===== src/hw/rtl/scc_pkg.sv =====
package scc_pkg;

    localparam int WORD_W     = 32;
    localparam int ROWS_W     = 31;
    localparam int COLS_W     = 11;
    localparam int STATUS_W   = 4;
    localparam int PTR_W      = 31;
    localparam int CFG_IDX_W  = 1;
    localparam int CFG_DATA_W = 31;

    localparam logic [CFG_IDX_W-1:0] CFG_NUM_ROWS = CFG_IDX_W'(0);
    localparam logic [CFG_IDX_W-1:0] CFG_NUM_COLS = CFG_IDX_W'(1);

    localparam logic [WORD_W-1:0] WORD_NA = 32'h8000_0000;

    typedef enum logic [STATUS_W-1:0] {
        ST_OK        = 4'd0,
        ST_PTR_COUNT = 4'd1,
        ST_FIRST_NZ  = 4'd2,
        ST_PTR_NA    = 4'd3,
        ST_PTR_DEC   = 4'd4,
        ST_PTR_STEP  = 4'd5,
        ST_IDX_NA    = 4'd6,
        ST_IDX_RANGE = 4'd7,
        ST_IDX_DUP   = 4'd8,
        ST_TOO_FEW   = 4'd9
    } t_status;

    typedef enum logic [2:0] {
        S_IDLE,
        S_PTR,
        S_CHK_FIN,
        S_CHK_COL,
        S_IDX,
        S_OUT
    } t_state;

    typedef struct packed {
        logic signed [WORD_W-1:0] word;
        logic                     last;
        logic                     na;
        logic                     neg;
    } t_item;

    typedef struct packed {
        logic [ROWS_W-1:0] num_rows;
        logic [COLS_W-1:0] num_cols;
    } t_cfg;

endpackage


===== src/hw/rtl/scc_front.sv =====
module scc_front (
    input  logic                          i_clk,
    input  logic                          i_rst_n,
    input  logic                          i_in_valid,
    output logic                          o_in_ready,
    input  logic signed [scc_pkg::WORD_W-1:0] i_word,
    input  logic                          i_last,
    output logic                          o_q_valid,
    output scc_pkg::t_item                o_q_item,
    input  logic                          i_q_pop
);
    import scc_pkg::*;

    t_item      r_mem [2];
    logic       r_wr_ptr, n_wr_ptr;
    logic       r_rd_ptr, n_rd_ptr;
    logic [1:0] r_count, n_count;
    logic       push;
    logic       pop;
    t_item      item;

    // classify the word on entry so the back end only looks at flags
    always_comb begin
        item.word = i_word;
        item.last = i_last;
        item.na   = (i_word == WORD_NA);
        item.neg  = i_word[WORD_W-1];
    end

    assign o_in_ready = (r_count != 2'd2);
    assign o_q_valid  = (r_count != 2'd0);
    assign o_q_item   = r_mem[r_rd_ptr];
    assign push       = i_in_valid && o_in_ready;
    assign pop        = i_q_pop && o_q_valid;

    always_comb begin
        n_wr_ptr = push ? ~r_wr_ptr : r_wr_ptr;
        n_rd_ptr = pop ? ~r_rd_ptr : r_rd_ptr;
        n_count  = r_count + 2'(push) - 2'(pop);
    end

    always_ff @(posedge i_clk) begin
        if (!i_rst_n) begin
            r_wr_ptr <= 1'b0;
            r_rd_ptr <= 1'b0;
            r_count  <= 2'd0;
        end else begin
            r_wr_ptr <= n_wr_ptr;
            r_rd_ptr <= n_rd_ptr;
            r_count  <= n_count;
        end
        if (push) begin
            r_mem[r_wr_ptr] <= item;
        end
    end
endmodule


===== config.mk =====
export PLATFORM = sky130hd
export DESIGN_NAME = scc_front
export DESIGN_NICKNAME = d
export VERILOG_FILES = /design/src/hw/rtl/scc_pkg.sv /design/src/hw/rtl/scc_front.sv
export SDC_FILE = /design/constraint.sdc
export NUM_CORES = 1
export LEC_CHECK = 0
export BUFFER_PORTS_ARGS = -buffer_cell sky130_fd_sc_hd__buf_2
export CAP_MARGIN = 20
export CORE_ASPECT_RATIO = 1.25
export CORE_MARGIN = 2
export CORE_UTILIZATION = 40
export DETAILED_ROUTE_END_ITERATION = 10
export PLACE_DENSITY = 0.68
export SYNTH_ARGS = -nofsm -noshare
export SYNTH_HDL_FRONTEND = slang
export SYNTH_SLANG_ARGS = --single-unit

===== constraint.sdc =====
create_clock -name i_clk -period 1.7 [get_ports i_clk]
set_input_delay 0.425 -clock i_clk [delete_from_list [all_inputs] [get_ports i_clk]]
set_output_delay 0.425 -clock i_clk [all_outputs]
set_load 0.02 [all_outputs]

Word-level counts from Yosys, hierarchy flattened. Memory sizes are Yosys's and may differ from the RTL's. A register that Yosys moved wholly into a read port is not among the register bits. Cells that the tools add are included.

Memories kept: 1. Output and inout port bits: 37. Bits in registers: 4. Bits of input ports: 37. Bits in writable memories: 70.

Memories: r_mem (depth 2, width 35, rd ports 1, clocked after Yosys merged registers in 1, write ports 1, line scc_front.sv:14) `t_item r_mem [2];`.

Equality and inequality tests: 2. Muxes and demuxes: 4. Add/subtract/negate cells: 2. Bitwise gates (word level): 2. Reduce and logical (&&, ||, !) cells: 3.

Operator list (number): $eq A32 B32 Y1 const B (1); $mux W1 (4); $add A2 B1 Y2 (1); $logic_and A1 B1 Y1 (2); $ne A2 B2 Y1 const B (1); $not A1 Y1 (2); $reduce_bool A2 Y1 (1); $sub A2 B1 Y2 (1).

Depth between registers and ports, before layout.
Word-level depth: 4. Mapped depth: 6. Mapped depth without buffers: 6.

Worst setup path before layout. No wires, ideal clock.

Kind: register to register. Start point: register r_count[0]. End point: memory r_mem[1][0] in the netlist's numbering, enable pin. Stages on the path, launching flop included: 3. Arrival time: 1605 ps. Buffers on the path: 0. Setup slack: -300 ps. Setup time: 394 ps. Required time: 1306 ps. Cell sequence: dfxtp_1 -> nand2b_1 -> and3_1.

Word-level cells in the longest chain between the ends: 4.

RTL lines: start: declaration (line scc_front.sv:17) `logic [1:0] r_count, n_count;`; start signal: assignment (line scc_front.sv:50) `r_count <= n_count;`; $ne A2 B2 Y1 (line scc_front.sv:30) `assign o_in_ready = (r_count != 2'd2);`; via o_in_ready (line scc_front.sv:5) `output logic o_in_ready,`; $logic_and A1 B1 Y1 (line scc_front.sv:33) `assign push = i_in_valid && o_in_ready;`; $mux W1 (line scc_front.sv:52) `if (push) begin`; $mux W1 (not written as such) (line scc_front.sv:53) `r_mem[r_wr_ptr] <= item;`; end: declaration (line scc_front.sv:14).

The timed path passes the listed nets, and every way through them passes these cells.

==> results.cfg <==
[die]
rows = 34
start_util = 0.408
ioPinCount = 74
core-area_um2 = 6850
die_h_um = 97.4
die_area_um2 = 7670
die_x_um = 78.7

[global_routing]
grt_pass1_wl_um = 7280
grt_usage = 0.130
grt_pass1_vias = 1536
overflow = 0
antenna_found_initial = 0
grt_max_degree = 24

[worst_setup_path]
slowest_delay_ps = 370
crit_path_end_kind = output pin
critPathMaxFanout = 20
reg2reg_slack_ps = 130
crit_slowest_cell = dfxtp_4
cp.required_ps = 1270
critPathKind = reg -> out
start_kind = flip-flop
worstPathCellList = buf_12 > mux2_1 > buf_2
arrival_ps = 1380

[clock_tree]
clk_pin_slew_ps = 70
post-cts-setup-buffers = 0
cts-root-buf = clkbuf_8
ctsHoldBuffers = 0
cts_buffer_depth = 2
h-tree-depth = 3
cts_tree = built
clk_latency_ps = 330
cts_sinks = 73
cts_buffers = 9

[logic_synthesis]
ys.flop_type = edfxtp_1
ys_seq_area_frac = 0.767
synth.net_count = 186
yosysUniqueCellTypes = 28
synth_edf_count = 68
synth-seq-cells = 73
yosys_warnings = 0
syn_inst = 148
avgSynthCellArea_um2 = 18.9
synth-async-reset-ratio = 0
synth_area_um2 = 2790

[timing]
hold_slack_ps = 286
fin_crit_ps = 1810
fmax_mhz = 554
maxSlewViolCount = 0
finalClockSkew_ps = 6.57
tightestPinTransition_ps = 490
timing.final.ws_setup_ps = -105
setup_viol = 35
fin_tns_setup_ps = -2460
timing_hold_violations_final = 0
period_share = 1.06
maxSlewHeadroom = 0.669
grt_setup_unrepaired = true

[placement]
post_dp_cell_area_um2 = 3340
dp_hpwl_um = 3400
place.gp.congestion = 0.754
port_buffers = 73

[power_and_ir_drop]
p_leak_nw = 1.33
p_per_area_nw_per_um2 = 1320
p_total_mw = 4.69
ir_drop_uv = 654

[detailed_routing]
drt-total-wl_um = 4780
drc_errors = 0
drt_first_pass_iters = 3
viasPerCell = 4.81
antenna_left = 0
drt_iter0_markers = 31
vias = 1574
wl_per_cell_um = 14.6

[job]
drv_cap = 0

[final_layout]
final_layout_size_suffix_gt1_frac = 0.447
final_cell_area_um2 = 3560
fin_nets = 271
synthToLayoutAreaGrowth_pct = 27.6
antenna_cells = 0

[min_path]
hp-class = in -> reg

[run_status]
outcome = finished, violations left
violations = setup timing
-- metrics by stage --
step / utilization / std cells / setup slack (ps)
final: 0.520 / 327 / -105
after global routing: 0.520 / 327 / -167
after CTS: 0.515 / 327 / -131
after detailed placement: 0.487 / 312 / -19.0
after global placement: 0.487 / 312 / 83.1
after floorplan: - / 148 / 11.9
-- worst max-delay path, delay by kind of cell (launching register included) --
kind / cells / cell delay, ps
mux: 1 / 340
buf+inv: 2 / 340
flops: 1 / 370
-- routing by layer --
metal / share of wire / vias up / GRT usage
li1: - / 760 / -
met1: 0.38 / 755 / 0.131
met2: 0.54 / 49 / 0.226
met3: 0.066 / 10 / 0.0567
met4: 0.022 / 0 / 0.0594
met5: 0 / - / 0
-- cells by family (layout without fill, tap and decap cells) --
| logic type | after synthesis | count (layout) | share of synthesized area |
|---|---|---|---|
| DFF | 73 | 73 | 0.767 |
| xor gates and xnor gates | 1 | 1 | 0.00314 |
| and+or+nand+nor | 26 | 26 | 0.0574 |
| muxes | 34 | 34 | 0.137 |
| adders and majority gates | 1 | 1 | 0.00448 |
| AOI/OAI and AO/OA | 6 | 6 | 0.0157 |
| buffers and inverters | 7 | 96 | 0.0152 |
-- cell type report --
class | instances | area [um2]
repair buffers | 79 | 482
multi-input cells | 68 | 637
well taps | 90 | 113
fillers | 576 | 3280
flip-flops and latches | 73 | 2150
inverters | 2 | 11.3
clock buffers | 11 | 131
clock inverters | 4 | 45.0
-- path summary, 6_finish.rpt --
check              from  cells after the start      endpoint
max           flip-flop                      3  o_q_item[14]
min              i_last                      1   r_mem[1][2]
max reg2reg  r_count[1]                      6    r_count[1]
min reg2reg    r_rd_ptr                      2     flip-flop
-- power breakdown --
part | total [mW] | leakage, nW | internal (mW) | switching [mW]
registers | 2.25 | 0.678 | 2.18 | 0.0662
clock network | 1.21 | 0.0845 | 0.661 | 0.554
logic | 1.22 | 0.568 | 0.534 | 0.689
total | 4.69 | 1.33 | 3.38 | 1.31
-- state kept, by name, summed over array words and instances (netlist names), named ones only --
register / flops
r_count: 2
r_mem: 68
r_wr_ptr: 1
r_rd_ptr: 1
-- what timing repair did --
action / in CTS / in global routing
endpoints found under the setup margin: 35 / 36
resized for setup: 4 / 11
pin swaps: 0 / 0
-- cell usage in the layout (no fill, tap or decap), types with 2 or more instances in the layout --
cell type / count
buf_12: 4
buf_2: 69
buf_4: 3
buf_6: 3
clkbuf_1: 2
clkbuf_8: 9
clkinv_1: 2
clkinvlp_4: 2
dfxtp_1: 4
edfxtp_1: 68
mux2_1: 25
mux2_2: 4
mux2_4: 5
nand4_1: 2
nor2_1: 5
nor4_1: 7
-- synth_stat cells (2+ instances only) --
master	n	area (um2)
edfxtp_1	68	2040
mux2_1	30	338
nor4_1	8	50.1
dfxtp_1	5	100
nor2_1	5	18.8
buf_4	4	30.0
mux2_2	4	45.0
and3_1	2	12.5
inv_1	2	7.51
nand4_1	2	12.5
Power figures use the tool's default switching activity.
